### config.mk
export PLATFORM = sky130hd
export DESIGN_NAME = tagged_primitive_encoder
export DESIGN_NICKNAME = d
export VERILOG_FILES = /design/src/tpe_pkg.sv /design/src/tagged_primitive_encoder.sv /design/src/tpe_check.sv /design/src/tpe_build.sv /design/src/tpe_serial.sv
export SDC_FILE = /design/constraint.sdc
export NUM_CORES = 1
export LEC_CHECK = 0
export BUFFER_PORTS_ARGS = -buffer_cell sky130_fd_sc_hd__buf_2
export CORE_ASPECT_RATIO = 1.2
export CORE_UTILIZATION = 45
export DETAILED_ROUTE_END_ITERATION = 10
export GPL_TIMING_DRIVEN = 0
export MAX_ROUTING_LAYER = met4
export PLACE_DENSITY_LB_ADDON = 0.3
export SKIP_CTS_REPAIR_TIMING = 1
export SYNTH_ARGS = -nofsm -noshare
export SYNTH_HDL_FRONTEND = slang
export SYNTH_SLANG_ARGS = --single-unit
### constraint.sdc
create_clock -name clk -period 7.6 [get_ports clk]
set_input_delay 0.76 -clock clk [delete_from_list [all_inputs] [get_ports clk]]
set_output_delay 0.76 -clock clk [all_outputs]
set_load 0.03 [all_outputs]
### src/tpe_pkg.sv
`timescale 1ns / 1ps
`default_nettype none
package tpe_pkg;

  // Primitive selector codes carried on the input tuser
  localparam logic [3:0] ACT_NULL     = 4'd0;
  localparam logic [3:0] ACT_BOOL     = 4'd1;
  localparam logic [3:0] ACT_UNSIGNED = 4'd2;
  localparam logic [3:0] ACT_ENUM     = 4'd3;
  localparam logic [3:0] ACT_SIGNED   = 4'd4;
  localparam logic [3:0] ACT_REAL     = 4'd5;
  localparam logic [3:0] ACT_DOUBLE   = 4'd6;
  localparam logic [3:0] ACT_DATE     = 4'd7;
  localparam logic [3:0] ACT_TIME     = 4'd8;
  localparam logic [3:0] ACT_OBJID    = 4'd9;
  localparam logic [3:0] ACT_CTX_UNS  = 4'd10;
  localparam logic [3:0] ACT_CTX_ENUM = 4'd11;
  localparam logic [3:0] ACT_CTX_SGN  = 4'd12;
  localparam logic [3:0] ACT_CTX_BOOL = 4'd13;
  localparam logic [3:0] ACT_OPEN     = 4'd14;
  localparam logic [3:0] ACT_CLOSE    = 4'd15;

  // Header constants
  localparam logic [7:0] CLASS_CONTEXT = 8'h08;
  localparam logic [7:0] TAG_EXTENDED  = 8'hF0;
  localparam logic [7:0] TAG_REJECTED  = 8'd255;
  localparam logic [7:0] TAG_EXT_MIN   = 8'd15;
  localparam logic [3:0] LVT_EXT_LEN   = 4'd5;
  localparam logic [3:0] LVT_OPEN      = 4'd6;
  localparam logic [3:0] LVT_CLOSE     = 4'd7;

  // Application tag numbers
  localparam logic [7:0] TAG_NULL     = 8'd0;
  localparam logic [7:0] TAG_BOOL     = 8'd1;
  localparam logic [7:0] TAG_UNSIGNED = 8'd2;
  localparam logic [7:0] TAG_SIGNED   = 8'd3;
  localparam logic [7:0] TAG_REAL     = 8'd4;
  localparam logic [7:0] TAG_DOUBLE   = 8'd5;
  localparam logic [7:0] TAG_ENUM     = 8'd9;
  localparam logic [7:0] TAG_DATE     = 8'd10;
  localparam logic [7:0] TAG_TIME     = 8'd11;
  localparam logic [7:0] TAG_OBJID    = 8'd12;

  // Value range constants
  localparam logic [30:0] REAL_INF   = 31'h7F80_0000;
  localparam logic [62:0] DOUBLE_INF = 63'h7FF0_0000_0000_0000;
  localparam logic [15:0] YEAR_BASE  = 16'd1900;
  localparam logic [15:0] YEAR_TOP   = 16'd2154;
  localparam logic [7:0]  FIELD_ANY  = 8'd255;

  // Decoded request after the check stage
  typedef struct packed {
    logic [7:0]  tag;
    logic        ctx;
    logic        is_len;
    logic [3:0]  lvt;
    logic [3:0]  blen;
    logic [63:0] body;   // contents left-aligned, first octet in the top bits
    logic        ok;
    logic [7:0]  room;
  } chk_t;

  // Assembled encoding after the build stage
  typedef struct packed {
    logic [79:0] octets; // first octet in the top bits
    logic [3:0]  total;
    logic        err;
  } bld_t;

endpackage
`default_nettype wire

### src/tagged_primitive_encoder.sv
`timescale 1ns / 1ps
`default_nettype none
// Tagged primitive encoder: one request on the slave stream carries a primitive
// selector in s_tuser and its value fields in s_tdata; the block returns the
// tagged encoding on the master stream, one octet per beat, most significant
// first, with m_tlast on the final octet. A rejected request (bad field, NaN,
// context tag 255 or too little room) gives a single beat with m_tuser set,
// zero data and m_tlast set. The first octet comes out after the request passes
// the check, build and serializer registers in turn; a request then gives one
// beat per octet of its encoding, 1 to 10, from the output serializer, which
// sends one octet a cycle while m_tready is high. Check and build stages hold up
// to two more requests behind it. The year code register is written through
// cfg_wr_en / cfg_wr_data and resets to 65535.
module tagged_primitive_encoder
  import tpe_pkg::*;
(
  input  wire logic         clk,
  input  wire logic         rst,
  input  wire logic         cfg_wr_en,
  input  wire logic [15:0]  cfg_wr_data,  // year_unspecified_code
  input  wire logic         s_tvalid,
  output logic              s_tready,
  // s_tdata, from bit 0: context_tag[7:0], low_word[39:8], high_word[71:40],
  // wide_field[87:72], octet_1[95:88], octet_2[103:96], octet_3[111:104],
  // octet_4[119:112], room[127:120]
  input  wire logic [127:0] s_tdata,
  input  wire logic [3:0]   s_tuser,      // action[3:0]
  output logic              m_tvalid,
  input  wire logic         m_tready,
  output logic [7:0]        m_tdata,      // out_octet[7:0]
  output logic              m_tlast,      // last_octet
  output logic              m_tuser       // error_flag
);

  logic [15:0] year_code;
  logic        chk_valid, chk_ready;
  chk_t        chk_data;
  logic        bld_valid, bld_ready;
  bld_t        bld_data;

  // Hold the year code register
  always_ff @(posedge clk) begin
    if (rst) begin
      year_code <= 16'hFFFF;
    end else if (cfg_wr_en) begin
      year_code <= cfg_wr_data;
    end
  end

  tpe_check u_check (
    .clk       (clk),
    .rst       (rst),
    .year_code (year_code),
    .in_valid  (s_tvalid),
    .in_ready  (s_tready),
    .action    (s_tuser),
    .fields    (s_tdata),
    .out_valid (chk_valid),
    .out_ready (chk_ready),
    .out_data  (chk_data)
  );

  tpe_build u_build (
    .clk       (clk),
    .rst       (rst),
    .in_valid  (chk_valid),
    .in_ready  (chk_ready),
    .in_data   (chk_data),
    .out_valid (bld_valid),
    .out_ready (bld_ready),
    .out_data  (bld_data)
  );

  tpe_serial u_serial (
    .clk       (clk),
    .rst       (rst),
    .in_valid  (bld_valid),
    .in_ready  (bld_ready),
    .in_data   (bld_data),
    .out_valid (m_tvalid),
    .out_ready (m_tready),
    .out_octet (m_tdata),
    .out_last  (m_tlast),
    .out_err   (m_tuser)
  );

  // An error beat is the only beat of its request and carries zero data
  a_err_last: assert property (@(posedge clk) disable iff (rst)
    m_tvalid && m_tuser |-> m_tlast && (m_tdata == 8'd0))
    else $error("error beat not final or not zero");

  // A stalled check stage keeps its request
  a_chk_hold: assert property (@(posedge clk) disable iff (rst)
    chk_valid && !chk_ready |=> chk_valid && $stable(chk_data))
    else $error("check stage dropped a stalled request");

  // A stalled build stage keeps its encoding
  a_bld_hold: assert property (@(posedge clk) disable iff (rst)
    bld_valid && !bld_ready |=> bld_valid && $stable(bld_data))
    else $error("build stage dropped a stalled encoding");

  // Nothing leaves right after reset
  a_rst_idle: assert property (@(posedge clk) rst |=> !m_tvalid)
    else $error("output valid after reset");

endmodule
`default_nettype wire

### src/tpe_check.sv
`timescale 1ns / 1ps
`default_nettype none
module tpe_check
  import tpe_pkg::*;
(
  input  wire logic         clk,
  input  wire logic         rst,
  input  wire logic [15:0]  year_code,
  input  wire logic         in_valid,
  output logic              in_ready,
  input  wire logic [3:0]   action,
  input  wire logic [127:0] fields,
  output logic              out_valid,
  input  wire logic         out_ready,
  output chk_t              out_data
);

  logic [7:0]  ctag;
  logic [31:0] lo;
  logic [31:0] hi;
  logic [15:0] wide;
  logic [7:0]  o1, o2, o3, o4, room;
  logic [31:0] ival;
  logic        sgn;
  logic [3:0]  nmin;
  logic [15:0] ydiff;
  logic [7:0]  year_oct;
  logic        year_ok;
  chk_t        data_next;

  assign ctag = fields[7:0];
  assign lo   = fields[39:8];
  assign hi   = fields[71:40];
  assign wide = fields[87:72];
  assign o1   = fields[95:88];
  assign o2   = fields[103:96];
  assign o3   = fields[111:104];
  assign o4   = fields[119:112];
  assign room = fields[127:120];

  function automatic logic field_ok(input logic [7:0] v, input logic [7:0] lo_b,
                                    input logic [7:0] hi_b);
    field_ok = (v >= lo_b && v <= hi_b) || v == FIELD_ANY;
  endfunction

  // Fewest octets that keep the value, sign-extended when signed
  function automatic logic [3:0] min_octets(input logic [31:0] v, input logic s);
    logic [7:0] e3, e2, e1;
    logic [3:0] n;
    e3 = {8{s & v[23]}};
    e2 = {8{s & v[15]}};
    e1 = {8{s & v[7]}};
    if (v[31:24] != e3) n = 4'd4;
    else if (v[23:16] != e2) n = 4'd3;
    else if (v[15:8] != e1) n = 4'd2;
    else n = 4'd1;
    min_octets = n;
  endfunction

  // Integer value and its octet count
  assign sgn  = (action == ACT_SIGNED) || (action == ACT_CTX_SGN);
  assign ival = (action == ACT_CTX_BOOL) ? {31'd0, lo != 32'd0} : lo;
  assign nmin = min_octets(ival, sgn);

  // Year mapping with the unspecified code checked first
  assign ydiff = wide - YEAR_BASE;
  always_comb begin
    year_ok  = 1'b1;
    year_oct = ydiff[7:0];
    if (wide == year_code) begin
      year_oct = FIELD_ANY;
    end else if (wide < YEAR_BASE || wide > YEAR_TOP) begin
      year_ok = 1'b0;
    end
  end

  // Decode the request
  always_comb begin
    data_next.tag    = TAG_NULL;
    data_next.ctx    = 1'b0;
    data_next.is_len = 1'b1;
    data_next.lvt    = 4'd0;
    data_next.blen   = 4'd0;
    data_next.body   = 64'd0;
    data_next.ok     = 1'b1;
    data_next.room   = room;
    case (action)
      ACT_NULL: begin
        data_next.tag = TAG_NULL;
      end
      ACT_BOOL: begin
        data_next.tag    = TAG_BOOL;
        data_next.is_len = 1'b0;
        data_next.lvt    = {3'd0, lo != 32'd0};
      end
      ACT_UNSIGNED, ACT_ENUM, ACT_SIGNED, ACT_CTX_UNS, ACT_CTX_ENUM, ACT_CTX_SGN,
      ACT_CTX_BOOL: begin
        data_next.ctx  = action >= ACT_CTX_UNS;
        if (action >= ACT_CTX_UNS) data_next.tag = ctag;
        else if (action == ACT_UNSIGNED) data_next.tag = TAG_UNSIGNED;
        else if (action == ACT_ENUM) data_next.tag = TAG_ENUM;
        else data_next.tag = TAG_SIGNED;
        data_next.blen = nmin;
        data_next.lvt  = nmin;
        case (nmin)
          4'd1:    data_next.body = {ival[7:0], 56'd0};
          4'd2:    data_next.body = {ival[15:0], 48'd0};
          4'd3:    data_next.body = {ival[23:0], 40'd0};
          default: data_next.body = {ival, 32'd0};
        endcase
      end
      ACT_REAL: begin
        data_next.tag  = TAG_REAL;
        data_next.ok   = lo[30:0] <= REAL_INF;
        data_next.blen = 4'd4;
        data_next.lvt  = 4'd4;
        data_next.body = {lo, 32'd0};
      end
      ACT_DOUBLE: begin
        data_next.tag  = TAG_DOUBLE;
        data_next.ok   = {hi[30:0], lo} <= DOUBLE_INF;
        data_next.blen = 4'd8;
        data_next.lvt  = 4'd8;
        data_next.body = {hi, lo};
      end
      ACT_DATE: begin
        data_next.tag  = TAG_DATE;
        data_next.ok   = year_ok && field_ok(o1, 8'd1, 8'd14) &&
                         field_ok(o2, 8'd1, 8'd34) && field_ok(o3, 8'd1, 8'd7);
        data_next.blen = 4'd4;
        data_next.lvt  = 4'd4;
        data_next.body = {year_oct, o1, o2, o3, 32'd0};
      end
      ACT_TIME: begin
        data_next.tag  = TAG_TIME;
        data_next.ok   = field_ok(o1, 8'd0, 8'd23) && field_ok(o2, 8'd0, 8'd59) &&
                         field_ok(o3, 8'd0, 8'd59) && field_ok(o4, 8'd0, 8'd99);
        data_next.blen = 4'd4;
        data_next.lvt  = 4'd4;
        data_next.body = {o1, o2, o3, o4, 32'd0};
      end
      ACT_OBJID: begin
        data_next.tag  = TAG_OBJID;
        data_next.ok   = (wide[15:10] == 6'd0) && (lo[31:22] == 10'd0);
        data_next.blen = 4'd4;
        data_next.lvt  = 4'd4;
        data_next.body = {wide[9:0], lo[21:0], 32'd0};
      end
      ACT_OPEN: begin
        data_next.tag    = ctag;
        data_next.ctx    = 1'b1;
        data_next.is_len = 1'b0;
        data_next.lvt    = LVT_OPEN;
      end
      default: begin
        data_next.tag    = ctag;
        data_next.ctx    = 1'b1;
        data_next.is_len = 1'b0;
        data_next.lvt    = LVT_CLOSE;
      end
    endcase
  end

  // Advance when the stage is empty or its request moves on
  assign in_ready = !out_valid || out_ready;

  always_ff @(posedge clk) begin
    if (rst) begin
      out_valid <= 1'b0;
    end else if (in_ready) begin
      out_valid <= in_valid;
    end
  end

  always_ff @(posedge clk) begin
    if (in_ready) begin
      out_data <= data_next;
    end
  end

endmodule
`default_nettype wire

### src/tpe_build.sv
`timescale 1ns / 1ps
`default_nettype none
module tpe_build
  import tpe_pkg::*;
(
  input  wire logic clk,
  input  wire logic rst,
  input  wire logic in_valid,
  output logic      in_ready,
  input  chk_t      in_data,
  output logic      out_valid,
  input  wire logic out_ready,
  output bld_t      out_data
);

  logic        ext_tag;
  logic        ext_len;
  logic [7:0]  h0;
  logic [23:0] hdr;
  logic [1:0]  hn;
  logic [3:0]  total;
  logic [87:0] full;
  bld_t        data_next;

  assign ext_tag = in_data.tag >= TAG_EXT_MIN;
  assign ext_len = in_data.is_len && (in_data.lvt >= LVT_EXT_LEN);

  // Initial tag octet
  always_comb begin
    h0 = in_data.ctx ? CLASS_CONTEXT : 8'd0;
    if (ext_tag) h0 = h0 | TAG_EXTENDED;
    else h0 = h0 | {in_data.tag[3:0], 4'd0};
    if (ext_len) h0 = h0 | {4'd0, LVT_EXT_LEN};
    else h0 = h0 | {5'd0, in_data.lvt[2:0]};
  end

  // Header octets left-aligned, then contents right behind them
  always_comb begin
    if (ext_tag && ext_len) hdr = {h0, in_data.tag, 4'd0, in_data.lvt};
    else if (ext_tag) hdr = {h0, in_data.tag, 8'd0};
    else if (ext_len) hdr = {h0, 4'd0, in_data.lvt, 8'd0};
    else hdr = {h0, 16'd0};
  end

  assign hn    = 2'd1 + {1'b0, ext_tag} + {1'b0, ext_len};
  assign total = {2'd0, hn} + in_data.blen;
  assign full  = {hdr, 64'd0} | ({24'd0, in_data.body} << (8 * (3 - hn)));

  assign data_next.octets = full[87:8];
  assign data_next.total  = total;
  assign data_next.err    = !in_data.ok || (in_data.tag == TAG_REJECTED) ||
                            ({4'd0, total} > in_data.room);

  assign in_ready = !out_valid || out_ready;

  always_ff @(posedge clk) begin
    if (rst) begin
      out_valid <= 1'b0;
    end else if (in_ready) begin
      out_valid <= in_valid;
    end
  end

  always_ff @(posedge clk) begin
    if (in_ready) begin
      out_data <= data_next;
    end
  end

endmodule
`default_nettype wire

### src/tpe_serial.sv
`timescale 1ns / 1ps
`default_nettype none
module tpe_serial
  import tpe_pkg::*;
(
  input  wire logic  clk,
  input  wire logic  rst,
  input  wire logic  in_valid,
  output logic       in_ready,
  input  bld_t       in_data,
  output logic       out_valid,
  input  wire logic  out_ready,
  output logic [7:0] out_octet,
  output logic       out_last,
  output logic       out_err
);

  logic [79:0] octets;
  logic [3:0]  remain;
  logic        err;

  assign out_octet = err ? 8'd0 : octets[79:72];
  assign out_last  = err || (remain == 4'd1);
  assign out_err   = err;

  // Take the next encoding once the final octet of this one is taken
  assign in_ready = !out_valid || (out_ready && out_last);

  always_ff @(posedge clk) begin
    if (rst) begin
      out_valid <= 1'b0;
    end else if (in_ready) begin
      out_valid <= in_valid;
    end
  end

  // Load a new encoding or shift out one octet
  always_ff @(posedge clk) begin
    if (in_ready) begin
      octets <= in_data.octets;
      remain <= in_data.total;
      err    <= in_data.err;
    end else if (out_ready) begin
      octets <= {octets[71:0], 8'd0};
      remain <= remain - 4'd1;
    end
  end

endmodule
`default_nettype wire
Word-level counts from Yosys, hierarchy flattened
Index checks and enable logic that the tools add are counted.

Flip-flop bits (word level): 280. Output and inout bits: 12. Logic and storage cells: 153.

$add $sub $neg: 6. Magnitude comparators: 22. Equal/unequal tests: 27. Shifts and indexed selects: 1. Muxes and demuxes: 28. Bitwise operators: 6. Reduce and logical (&&, ||, !) cells: 45.

Operators by type and width (number): one-hot mux 68 bit (6 select lines) (1); one-hot mux 64 bit (3 select lines) (1); 2-to-1 mux 80 bit (2); bitwise OR 88 bit (1); << shifter 64 x 32 -> 88 bit (1); one-hot mux 8 bit (8 select lines) (1); less-or-equal comparator 63 bit (second input constant) (1); greater-or-equal comparator 8 x 1 -> 1 bit (second input constant) (7); 2-to-1 mux 8 bit (6); == test 8 bit (second input constant) (5); 2-to-1 mux 16 bit (2); 2-to-1 mux 32 bit (1); nonzero test 32 bit (1); less-or-equal comparator 31 bit (second input constant) (1); == test 4 bit (second input constant) (7); less-or-equal comparator 8 x 6 -> 1 bit (second input constant) (3); 2-to-1 mux 4 bit (6); inequality test 8 bit (3); one-hot mux 4 bit (6 select lines) (1); logical AND 1 bit (17); == test 16 bit (1); == test 4 x 2 -> 1 bit (second input constant) (4); == test 4 x 3 -> 1 bit (second input constant) (4); > comparator 16 x 12 -> 1 bit (second input constant) (1); other kinds (33) (57).

Logic depth before layout (Yosys ltp)
Depth after elaboration: 10. Depth in mapped cells: 17. Gate-level depth less buffers: 15.

By module
From an unflattened synthesis, not the netlist that was laid out.

Cells, all modules: 1090. Area total of the unflattened synthesis: 14348.8 um^2.

By module, submodules not included: tpe_check (times used 1, cells an instance 537, area an instance 5581.6 um^2, sequential area each 2752.6 um^2); tpe_build (times used 1, cells an instance 297, area an instance 4186.5 um^2, sequential area each 2572.5 um^2); tpe_serial (times used 1, cells an instance 203, area an instance 3981.3 um^2, sequential area each 2572.5 um^2); tagged_primitive_encoder (times used 1, cells an instance 53, area an instance 599.3 um^2, sequential area each 320.3 um^2).

Worst setup path after synthesis
Ideal clock, no wire load.

Path kind: reg-to-reg. From: register u_serial.err (netlist: u_serial.out_err). To: register u_check.out_data[0] (netlist name), enable pin. Library setup time: 1.191 ns. Data arrival time: 3.872 ns. Required time: 6.409 ns. Path slack: 2.538 ns. Stages on the path, launching flop included: 7. Period minus slack after synthesis: 5.062 ns. Cell sequence: edfxtp_1 -> a21o_1 -> nand2_1 -> and2_1 -> clkbuf_1 -> clkbuf_1 -> nand3_1.

Word-level cells in the longest chain between the ends: 5.

Ends and longest elaborated chain: from (decl) (line tpe_serial.sv:20) `logic err;`; from (signal assigned) (line tpe_serial.sv:42) `err <= in_data.err;`; logical OR 1 bit (line tpe_serial.sv:23) `assign out_last = err || (remain == 4'd1);`; net m_tlast (line tagged_primitive_encoder.sv:31) `output logic m_tlast,`; logical AND 1 bit (line tpe_serial.sv:27) `assign in_ready = !out_valid || (out_ready && out_last);`; logical OR 1 bit (line tpe_serial.sv:27); logical OR 1 bit (line tpe_build.sv:54) `assign in_ready = !out_valid || out_ready;`; logical OR 1 bit (line tpe_check.sv:165) `assign in_ready = !out_valid || out_ready;`; net s_tready (line tagged_primitive_encoder.sv:22) `output logic s_tready,`; to (signal assigned) (line tpe_check.sv:177) `out_data <= data_next;`; to (decl) (line tpe_check.sv:15) `output chk_t out_data`.

The timed path passes the listed nets, and every way through them passes these cells. A chain may end at the register's enable or synchronous reset.

==> flow_summary_export.csv <==
group,metric,value,unit
worst_setup_path,start_kind,"register",
logic_synthesis,synthArstFlopShare,0,%
final_layout,final_area,0.0166,mm²
grt,grt_pass1_wl,66100,µm
sta,finalClockSkew,0.00817,ns
clock_tree,clkSinkCount,280,
floorplanning,dieArea,0.0327,mm²
logic_synthesis,syn_area,0.0144,mm²
place,port_buffers,160,
job,maxCapViolations,0,
logic_synthesis,yosysTopAreaCell,"edfxtp_1",
drt,ant_nets,0,
sta,worst_pin_slew,0.978,ns
final_layout,seq_area,0.00822,mm²
power_and_ir_drop,ir_drop,0.000166,V
logic_synthesis,synth.avg_cell_area,10.8,µm²
drt,firstDrtPassIters,9,
sta,slew_headroom,34.4,%
final_layout,area_delta_synth_final,15.8,%
place,placed_area,0.0158,mm²
run_status,status,"finished clean",
clock_tree,tritoncts,"yes",
logic_synthesis,yosysUniqueCellTypes,80,
sta,period_needed,4.17,ns
grt,grt_max_degree,75,
floorplanning,start_util,45.9,%
drt,drt_iter0_drc,1186,
place,dpl.hpwl,34800,µm
power_and_ir_drop,p_leak,6.96,nW
power_and_ir_drop,total_power,3.97,mW
logic_synthesis,syn_nets,1495,
drt,viasPerCell,5.92,
floorplanning,placeableCoreArea,0.0314,mm²
worst_setup_path,crit_type,"register to register",
worst_setup_path,endpoint_kind,"register",
clock_tree,clockBufferDepth,3,
worst_setup_path,cp.arrival,4.45,ns
grt,grtUsageTotal,28.3,%
sta,finalHoldViolations,0,
final_layout,fillers,2802,
logic_synthesis,synthXorXnorAreaFrac,1.52,%
logic_synthesis,yosys_most_used_dff,"edfxtp_1",
sta,post-route-period-util,54.9,%
logic_synthesis,synth-seq-area-share,57.1,%
clock_tree,insertion_delay,0.55,ns
logic_synthesis,yosys_warnings,0,
floorplanning,pin_count,165,
grt,grt_pass1_vias,11300,
clock_tree,clkTransAtPathRegs,0.06,ns
grt,grt-ovfl-total,0,
floorplanning,die_h,198,µm
clock_tree,htreeDepth,1,
logic_synthesis,synth_edf_count,261,
sta,rsz0062_at_grt,"no",
logic_synthesis,synth_top_family_by_area,"simple AND/OR/NAND/NOR gates",
drt,route.vias.total,11500,
clock_tree,cts-root-buf,"clkbuf_16",
floorplanning,rows,71,
clock_tree,cts-buffers-inserted,28,
place,gp_congestion,1.06,
worst_setup_path,cp.required,7.88,ns
drt,drc,0,
logic_synthesis,synthTopCellsByArea,"edfxtp_1, nand2_1, dfxtp_1",
final_layout,multiInputGateArea,0.00571,mm²
power_and_ir_drop,p_per_area,239,mW/mm²
worst_hold_path,hold_class,"primary input to register",
grt,antenna_found_initial,2,
floorplanning,die_w,165,µm
logic_synthesis,yosys.area_share.simple,18.6,%
logic_synthesis,synthMuxAreaShare,4.21,%
sta,tns,0,ns
worst_setup_path,critPathMaxFanout,10,
logic_synthesis,synth.top_cell.area_share,54.5,%
sta,max_freq,0.240,GHz
logic_synthesis,ys_ff_latch,280,
final_layout,drive_gt1_share,16.0,%
logic_synthesis,synth_adder_area_share,1.18,%
final_layout,fin_nets,1688,
drt,drt-total-wl,44200,µm
drt,avgRoutedWirePerCell,22.7,µm
sta,setup_viol,0,
logic_synthesis,synthCells,1329,
sta,maxSlewViolCount,0,
logic_synthesis,synth_compound_area_share,14.0,%
cell usage in the layout (no fill, tap or decap), types with 25 or more instances in the layout:
master,netlist,final
buf_2,6,166
and3_1,39,39
edfxtp_1,261,261
a21oi_1,54,54
clkbuf_16,0,29
mux2i_1,38,38
nor2b_1,50,50
inv_1,28,28
a22oi_1,25,25
clkbuf_1,70,74
nand2_1,287,286
o21ai_0,51,51
nor2_1,55,55
metrics by stage:
stage               worst slack (ns)  utilization, %  std cells  hold slack (ns)
global route                    3.10            53.1       1945            0.370
global placement                1.25            50.0       1890            0.413
detailed placement              3.52            50.4       1893            0.410
CTS                             3.50            53.1       1943            0.367
finish                          3.43            53.1       1945            0.384
floorplan                       2.54               -       1329            0.400
routing by layer:
layer / vias to the layer above / part of all wire (%) / track usage [%]
li1: 5360 / - / -
met1: 5403 / 38 / 32.9
met2: 583 / 49 / 46.4
met3: 163 / 6.1 / 3.37
met4: 0 / 7.1 / 18.1
met5: - / 0 / -
cell families after synthesis:
logic type / after synthesis
AO/OA/AOI/OAI: 286
AND/OR/NAND/NOR: 553
multiplexers: 51
flip-flops: 280
adder cells (fa/ha/maj): 13
buffers and inverters: 121
XOR/XNOR: 25
critical path, stage by stage (launching register included):
cell	delay, ns
edfxtp_1	0.41
nor4_1	0.28
nand2_1	0.15
inv_1	0.15
ha_1	0.23
clkbuf_1	0.51
clkinv_1	0.50
clkbuf_1	0.38
ha_1	0.37
a21o_1	0.10
nand2_1	0.06
xnor2_1	0.21
ha_1	0.29
a21oi_1	0.14
o221ai_1	0.12
state kept, by name (all words and copies together), names as in the netlist:
| register | flops |
|---|---|
| u_serial.out_err | 1 |
| u_build.out_valid | 1 |
| u_build.out_data | 85 |
| u_serial.out_valid | 1 |
| u_serial.remain | 4 |
| u_check.out_valid | 1 |
| u_check.out_data | 91 |
| year_code | 16 |
| u_serial.octets | 80 |
final cells by class:
class / instances / share of cell area (%)
Sequential cell: 280 / 49.4
Multi-Input combinational cell: 928 / 34.3
Timing Repair Buffer: 163 / 5.31
Clock buffer: 33 / 4.45
Tap cell: 401 / 3.01
Buffer: 91 / 2.21
Inverter: 30 / 0.676
Clock inverter: 17 / 0.654
Antenna cell: 2 / 0.0301
worst paths after layout:
path	end	slack, ns	depth (start not counted)	from
worst max-delay path	u_build.out_data[0]	3.43	14	u_check.out_data[90]
worst min-delay path	u_check.out_data[2]	0.38	1	s_tdata[122]
worst max register to register	u_build.out_data[0]	3.43	14	u_check.out_data[90]
worst min register to register	u_serial.out_err	0.42	0	u_build.out_data[0]
synth_stat cells (20+ instances only):
cell and count:
inv_1 28, mux2i_1 38, o21ai_0 51, a222oi_1 24
clkbuf_1 70, a211oi_1 20, nand4_1 21, edfxtp_1 261
a22oi_1 25, a21oi_1 54, and3_1 39, nor2b_1 50
nor3_1 20, nand2_1 287, nor2_1 55, xnor2_1 24
report_power, final:
part / leakage, nW / internal (mW) / switching [mW]
clock: 0.411 / 0.725 / 0.556
sequential: 3.14 / 1.94 / 0.0907
combinational: 3.41 / 0.238 / 0.427
No activity file was read; power rests on OpenSTA's default activity.
